File: config.mk
export PLATFORM = sky130hd
export DESIGN_NAME = adgrb_ctrl
export DESIGN_NICKNAME = d
export VERILOG_FILES = /design/src/rtl/core/adgrb_pkg.sv /design/src/rtl/core/adgrb_ctrl.sv
export SDC_FILE = /design/constraint.sdc
export NUM_CORES = 1
export LEC_CHECK = 0
export ABC_AREA = 0
export BUFFER_PORTS_ARGS = -buffer_cell sky130_fd_sc_hd__buf_2
export CORE_MARGIN = 1.5
export CORE_UTILIZATION = 55
export DETAILED_ROUTE_END_ITERATION = 12
export PLACE_DENSITY = 0.8
export SETUP_SLACK_MARGIN = 0.05
export SLEW_MARGIN = 10
export SYNTH_ARGS = -nofsm -noshare
export SYNTH_HDL_FRONTEND = slang
export SYNTH_SLANG_ARGS = --single-unit
File: constraint.sdc
create_clock -name clock -period 2.3 [get_ports clock]
set_input_delay 0.115 -clock clock [delete_from_list [all_inputs] [get_ports clock]]
set_output_delay 0.115 -clock clock [all_outputs]
set_load 0.05 [all_outputs]
File: src/rtl/core/adgrb_pkg.sv
// Shared types and constants for the audio downmix, gain and ring buffer block.
package adgrb_pkg;

   // Request modes
   localparam logic [1:0] MODE_PUSH  = 2'd0;
   localparam logic [1:0] MODE_PULL  = 2'd1;
   localparam logic [1:0] MODE_BEGIN = 2'd2;
   localparam logic [1:0] MODE_END   = 2'd3;

   // Register indexes on the configuration port
   localparam logic [1:0] REG_CHANNELS = 2'd0;
   localparam logic [1:0] REG_RATE     = 2'd1;
   localparam logic [1:0] REG_GAIN     = 2'd2;

   // Register reset values
   localparam logic [3:0]  CHANNELS_RST = 4'd1;
   localparam logic [17:0] RATE_RST     = 18'd48000;
   localparam logic [14:0] GAIN_RST     = 15'd4096;

   // Preroll: max(rate / 12, 160); rate / 12 is (rate >> 2) * 43691 >> 17
   localparam logic [17:0] DEFAULT_RATE = 18'd48000;
   localparam logic [15:0] MIN_PREROLL  = 16'd160;
   localparam logic [15:0] RECIP_THREE  = 16'd43691;
   localparam int          RECIP_SHIFT  = 17;

   // Downmix sum magnitude width (eight full-scale samples)
   localparam int DIV_BITS = 19;

   // Rounding and saturation of the scaled sample
   localparam logic [31:0] ROUND_HALF = 32'd2048;
   localparam logic [20:0] SAT_POS    = 21'd32767;
   localparam logic [20:0] SAT_NEG    = 21'd32768;

   typedef struct packed {
      logic [1:0]         mode;
      logic signed [15:0] sample_0;
      logic signed [15:0] sample_1;
      logic signed [15:0] sample_2;
      logic signed [15:0] sample_3;
      logic signed [15:0] sample_4;
      logic signed [15:0] sample_5;
      logic signed [15:0] sample_6;
      logic signed [15:0] sample_7;
      logic [6:0]         max_samples;
   } req_type;

   typedef struct packed {
      logic signed [15:0] sample_value;
      logic               valid_res;
      logic               last;
   } rsp_type;

   typedef struct packed {
      logic [3:0]  channel_count;
      logic [17:0] sample_rate;
      logic [14:0] gain_q;
   } cfg_type;

   // Commands from the controller to the datapath
   typedef struct packed {
      logic       load_req;
      logic       begin_sess;
      logic       end_sess;
      logic       sum_step;
      logic [2:0] step_idx;
      logic       div_init;
      logic       div_step;
      logic       mul;
      logic       scale;
      logic       pre;
      logic       gen;
      logic       clamp;
      logic       ovr;
      logic       dist_load;
      logic       avail;
      logic       rd_issue;
      logic       out_data;
      logic       out_empty;
   } cmd_type;

   // Status from the datapath to the controller
   typedef struct packed {
      logic [1:0] mode;
      logic       live;
      logic [3:0] nch;
      logic       wc_zero;
      logic       limit_zero;
      logic       avail_zero;
      logic       cnt_one;
      logic       out_free;
   } sts_type;

endpackage

File: src/rtl/core/adgrb_ctrl.sv
// Controller state machine that sequences pushes, pulls and session changes.
module adgrb_ctrl (
   input  logic              clock,
   input  logic              reset,
   input  logic              req_valid,
   output logic              req_stall,
   input  adgrb_pkg::sts_type sts,
   output adgrb_pkg::cmd_type cmd
);

   typedef enum logic [15:0] {
      S_IDLE  = 16'b0000_0000_0000_0001,
      S_DISP  = 16'b0000_0000_0000_0010,
      S_SUM   = 16'b0000_0000_0000_0100,
      S_DINIT = 16'b0000_0000_0000_1000,
      S_DIV   = 16'b0000_0000_0001_0000,
      S_MUL   = 16'b0000_0000_0010_0000,
      S_SCALE = 16'b0000_0000_0100_0000,
      S_PRE   = 16'b0000_0000_1000_0000,
      S_GEN   = 16'b0000_0001_0000_0000,
      S_CLAMP = 16'b0000_0010_0000_0000,
      S_OVR   = 16'b0000_0100_0000_0000,
      S_DIST  = 16'b0000_1000_0000_0000,
      S_AVAIL = 16'b0001_0000_0000_0000,
      S_RD    = 16'b0010_0000_0000_0000,
      S_LD    = 16'b0100_0000_0000_0000,
      S_EMPTY = 16'b1000_0000_0000_0000
   } state_type;

   state_type  state_ff, state_in;
   logic [4:0] step_ff, step_in;

   // Only an idle controller takes a new request beat.
   assign req_stall = (state_ff != S_IDLE);

   // Next state and commands
   always_comb begin
      state_in = state_ff;
      step_in  = step_ff;
      cmd      = '0;
      cmd.step_idx = step_ff[2:0];
      unique case (state_ff)
         S_IDLE: begin
            if (req_valid) begin
               cmd.load_req = 1'b1;
               state_in = S_DISP;
            end
         end
         S_DISP: begin
            step_in = '0;
            unique case (sts.mode)
               adgrb_pkg::MODE_PUSH:  state_in = sts.live ? S_SUM : S_IDLE;
               adgrb_pkg::MODE_PULL:
                  state_in = (sts.limit_zero || sts.wc_zero) ? S_EMPTY : S_PRE;
               adgrb_pkg::MODE_BEGIN: begin
                  cmd.begin_sess = 1'b1;
                  state_in = S_IDLE;
               end
               default: begin
                  cmd.end_sess = 1'b1;
                  state_in = S_IDLE;
               end
            endcase
         end
         S_SUM: begin
            cmd.sum_step = 1'b1;
            if (step_ff == {1'b0, sts.nch - 4'd1}) begin
               step_in  = '0;
               state_in = (sts.nch == 4'd1) ? S_MUL : S_DINIT;
            end else begin
               step_in = step_ff + 5'd1;
            end
         end
         S_DINIT: begin
            cmd.div_init = 1'b1;
            step_in  = '0;
            state_in = S_DIV;
         end
         S_DIV: begin
            cmd.div_step = 1'b1;
            if (step_ff == 5'(adgrb_pkg::DIV_BITS - 1)) begin
               state_in = S_MUL;
            end else begin
               step_in = step_ff + 5'd1;
            end
         end
         S_MUL: begin
            cmd.mul  = 1'b1;
            state_in = S_SCALE;
         end
         S_SCALE: begin
            cmd.scale = 1'b1;
            state_in  = S_IDLE;
         end
         S_PRE: begin
            cmd.pre  = 1'b1;
            state_in = S_GEN;
         end
         S_GEN: begin
            cmd.gen  = 1'b1;
            state_in = S_CLAMP;
         end
         S_CLAMP: begin
            cmd.clamp = 1'b1;
            state_in  = S_OVR;
         end
         S_OVR: begin
            cmd.ovr  = 1'b1;
            state_in = S_DIST;
         end
         S_DIST: begin
            cmd.dist_load = 1'b1;
            state_in = S_AVAIL;
         end
         S_AVAIL: begin
            cmd.avail = 1'b1;
            state_in  = sts.avail_zero ? S_EMPTY : S_RD;
         end
         S_RD: begin
            cmd.rd_issue = 1'b1;
            state_in     = S_LD;
         end
         S_LD: begin
            if (sts.out_free) begin
               cmd.out_data = 1'b1;
               state_in = sts.cnt_one ? S_IDLE : S_RD;
            end
         end
         S_EMPTY: begin
            if (sts.out_free) begin
               cmd.out_empty = 1'b1;
               state_in = S_IDLE;
            end
         end
         default: state_in = S_IDLE;
      endcase
   end

   always_ff @(posedge clock) begin
      if (reset) begin
         state_ff <= S_IDLE;
         step_ff  <= '0;
      end else begin
         state_ff <= state_in;
         step_ff  <= step_in;
      end
   end

   // A sample beat is only loaded after its ring read, once the result register is free.
   a_ld_after_rd: assert property (@(posedge clock) disable iff (reset)
      cmd.out_data |-> $past(cmd.rd_issue) || $past(state_ff == S_LD))
      else $error("sample beat loaded without a ring read");

   // The scale step, which writes the push result, always follows the multiply step.
   a_scale_after_mul: assert property (@(posedge clock) disable iff (reset)
      cmd.mul |=> cmd.scale)
      else $error("scale step did not follow multiply");

   // An accepted request beat is dispatched in the next cycle.
   a_disp_after_load: assert property (@(posedge clock) disable iff (reset)
      cmd.load_req |=> state_ff == S_DISP)
      else $error("accepted request not dispatched");

endmodule

### Word level (Yosys, flattened, before mapping)

Cells that the tools add are included.

* $add $sub $neg: 2
* equality and inequality tests: 28
* muxes and demuxes: 35
* reductions and logical operators: 7

Operator list (count)
* one-hot mux 16 bit (15 select lines): 1
* 2-to-1 mux 16 bit: 7
* one-hot mux 16 bit (2 select lines): 1
* 2-to-1 mux 1 bit: 19
* == test 16 x 1 -> 1 bit, second input constant: 1
* == test 16 x 10 -> 1 bit, second input constant: 1
* == test 16 x 11 -> 1 bit, second input constant: 1
* == test 16 x 12 -> 1 bit, second input constant: 1
* == test 16 x 13 -> 1 bit, second input constant: 1
* == test 16 x 14 -> 1 bit, second input constant: 1
* == test 16 x 15 -> 1 bit, second input constant: 1
* == test 16 bit, second input constant: 1
* == test 16 x 2 -> 1 bit, second input constant: 1
* == test 16 x 3 -> 1 bit, second input constant: 1
* == test 16 x 4 -> 1 bit, second input constant: 1
* == test 16 x 5 -> 1 bit, second input constant: 1
* == test 16 x 6 -> 1 bit, second input constant: 1
* == test 16 x 7 -> 1 bit, second input constant: 1
* == test 16 x 8 -> 1 bit, second input constant: 1
* == test 16 x 9 -> 1 bit, second input constant: 1
* != test 16 x 1 -> 1 bit, second input constant: 1
* one-hot mux 5 bit (3 select lines): 1
* 2-to-1 mux 14 bit: 1
* != test 2 bit, second input constant: 6
* 18 further kinds: 19

* register bits: 21
* bits of input ports: 15
* output and inout port bits: 21
* logic and storage cells: 74

### Longest topological paths before layout

* depth in word-level cells: 4
* depth in mapped cells: 8
* mapped depth without buffers: 7

### Least setup slack after synthesis

OpenSTA, ideal clock, no wires.

* kind: reg2reg
* from: register state_ff[1]
* to: register state_ff[14]
* setup time: 62 ps
* arrival: 2572 ps
* path slack: -333 ps
* cell stages (with the launch flop): 6
* cell sequence: dfxtp_1 > buf_2 > nor4_2 > nand4_1 > nor3b_1 > o21ba_2

* word-level cells in the longest chain between the ends: 3

RTL lines
* start, declared: RTL line adgrb_ctrl.sv:30 `state_type state_ff, state_in;`
* start signal, assigned: RTL line adgrb_ctrl.sv:144 `state_ff <= state_in;`
* == test 16 x 5 -> 1 bit, or another cell as far along: RTL line adgrb_ctrl.sv:42 `unique case (state_ff)`
* != test 2 bit (no source line)
* AND reduction 5 bit (no source line)

Parallel ways exist; a longest one is shown, timed or not.
A chain may end at the register's enable or synchronous reset.

==> out/metrics.yaml <==
worstReg2RegStart: "state_ff[8]$_SDFFE_PP0P_"
port_buffers: 35
areaGrowthSynthToFinish_pct: 21.75
yosysUniqueCellTypes: 58
worst_slew_pin_slew_ns: 0.4902
maxCapViolations: 0
dp_hpwl_um: 3006
switching_power_uw: 318.8
grt_pass1_wl_um: 6582
drive_gt1_frac: 0.3958
end_kind: "output port"
final_cell_mix: "buf_2, nor2_1, inv_1"
hp-start: "sts[2]"
period_minus_slack_ns: 2.229
vias: 1683
slew_headroom: 0.6725
drt_wl_total_um: 4234
yosys_warnings: 0
routed.top_layer: "met4"
clk-insertion-delay-late_ns: 0.31
hold_class: "in2reg"
final_common_cell: "buf_2"
tns_ns: 0
grt_start_max_net_pins: 12
path_clk_slew_ns: 0.12
num_antenna_cells: 0
wl_met1_um: 1961
io-pin-count: 36
place_inst: 262
cts_max_level: 1
gp_congestion: 0.8529
seq_power_share: 0.440
initial_core_util: 0.5671
num_rows: 20
clockBufferDepth: 2
syn_area_um2: 1703
pwr-share-comb: 0.349
status: "finished clean"
syn_nets: 216
instances_no_fill: 273
p_int_uw: 558.7
p_leak_uw: 0.0008890
rsz0062_at_grt: "true"
peakVddDrop_uv: 408.8
r2r_setup_slack_ns: 0.13
p_sw_frac: 0.3633
wire_per_inst_um: 15.51
antenna_left: 0
finish.utilization: 0.6904
cts-root-buf: "clkbuf_4"
cp-start-kind: "register"
ys_seq_area_frac: 0.2469
drc: 0
synthTopCellsByArea: "dfxtp_1, nor4_4, nor2_1, xnor2_1, inv_1"
clock.fmax_mhz: 448.5
powerDensity_nw_per_um2: 423.2
fp.dieH_um: 58.65
drt-initial-drc-count: 102
synth_top_area_frac: 0.2469
tritoncts: "built"
numCtsBuffers: 3
synth-async-reset-ratio: 0
min_period_over_period: 0.9693
overflow: 0
skew_ns: 0.005756
die_area_um2: 3439
hold_depth: 3
path_class: "reg2out"
power_frac_clock: 0.210
rr_endpoint: "state_ff[3]$_SDFFE_PP0P_"
rr_worst_depth: 5
synth_top_cell_by_area: "dfxtp_1"
viasPerCell: 6.165
setup_viol: 0
maxSlewViolCount: 0
required_ns: 2.18
core_um2: 3003
die_w_um: 58.65
cts_sinks: 21
crit_arrival_ns: 2.11
hold_viol: 0
crit_fanout: 8
whs_ns: 0.08435
ys_ff_latch: 21
antenna_found_initial: 0
met2WireLength_um: 1906
netlist_instances: 197
min_to: "state_ff[15]$_SDFFE_PP0P_"
grt_use_total: 0.2471
syn_area_per_cell_um2: 8.644
met3_length_um: 315
synthFlopType: "dfxtp_1"
synth_edf_count: 0
drt_pass1_iterations: 4
grt_pass1_vias: 1390
layout.nets: 260
-- power groups by stage --
stage / sequential (uW) / combinational [uW] / clock, uW
2_1_floorplan: 382 / 218 / 0
3_3_place_gp: 392 / 263 / 0
3_5_place_dp: 393 / 268 / 0
4_1_cts: 384 / 276 / 190
5_1_grt: 388 / 331 / 203
6_report: 386 / 306 / 184
-- cell families (layout without fill, tap and decap cells) --
| logic type | Yosys count | after routing | share of synthesized area |
|---|---|---|---|
| simple gates | 98 | 99 | 0.4115 |
| compound gates | 31 | 31 | 0.1499 |
| buf+inv | 29 | 71 | 0.08964 |
| flops | 21 | 21 | 0.2469 |
| xor+xnor | 13 | 13 | 0.06686 |
| fa+ha+maj | 4 | 4 | 0.02939 |
| mux | 1 | 1 | 0.005878 |
-- layer usage --
metal  up-vias  global-route usage
li1        819                   -
met1       785              0.3533
met2        73              0.3740
met3         6             0.06593
met4         0             0.05519
met5         -                   0
-- cells in the mapped netlist, types with 5 or more instances --
| master | instances |
|---|---|
| dfxtp_1 | 21 |
| nor2_1 | 19 |
| inv_1 | 16 |
| nand3_1 | 7 |
| nor3_1 | 7 |
| xnor2_1 | 7 |
| buf_2 | 6 |
| nand2_1 | 6 |
| nand4_1 | 6 |
| xor2_1 | 6 |
| nor2_2 | 5 |
| nor3b_1 | 5 |
| nor4_4 | 5 |
| nor4b_1 | 5 |
-- stage by stage --
stage	setup WS [ns]	total power, uW	area (um^2)
4_1_cts	0.02200	850.3	1972
3_5_place_dp	0.1152	660.8	1913
2_1_floorplan	-0.08848	600.1	1723
3_3_place_gp	0.08899	654.6	1913
5_1_grt	0.02172	922.2	2073
6_report	0.07054	877.5	2073
-- timing repair --
| item | 4_1_cts | 5_1_grt |
|---|---|---|
| setup buffers | 0 | 4 |
| cloned | 0 | 1 |
| setup endpoints to repair | 5 | 24 |
| hold endpoints to repair | 1 | 0 |
| gates resized for setup | 2 | 22 |
| hold buffers | 2 | 0 |
| pin swaps | 1 | 5 |
-- state kept, by name (all words and copies together) (netlist names) --
register  count
state_ff     16
step_ff       5
-- worst max-delay path by stage --
stage | cells past startpoint | slack (ns) | end | start
2_1_floorplan | 7 | -0.09 | state_ff[11]$_SDFFE_PP0P_ | state_ff[9]$_SDFFE_PP0P_
3_3_place_gp | 5 | 0.09 | state_ff[9]$_SDFFE_PP0P_ | state_ff[12]$_SDFFE_PP0P_
3_5_place_dp | 5 | 0.12 | state_ff[9]$_SDFFE_PP0P_ | state_ff[12]$_SDFFE_PP0P_
4_1_cts | 3 | 0.02 | cmd[11] | state_ff[12]$_SDFFE_PP0P_
5_1_grt | 3 | 0.02 | cmd[11] | state_ff[8]$_SDFFE_PP0P_
6_report | 3 | 0.07 | cmd[11] | state_ff[8]$_SDFFE_PP0P_
-- area by class of cell --
| type | count | area (um^2) |
|---|---|---|
| inverters | 16 | 60.06 |
| well taps | 33 | 41.29 |
| fillers | 247 | 929.6 |
| repair buffers | 51 | 315.3 |
| multi-input cells | 148 | 1200 |
| flip-flops and latches | 21 | 430.4 |
| clock buffers | 4 | 26.28 |
-- worst max-delay path, cell delays in order (launching register included) --
cell      delay, ns
dfxtp_2        0.39
or4_4          0.61
nor4_4         0.47
clkbuf_4       0.33
No activity file was read; power rests on OpenSTA's default activity.
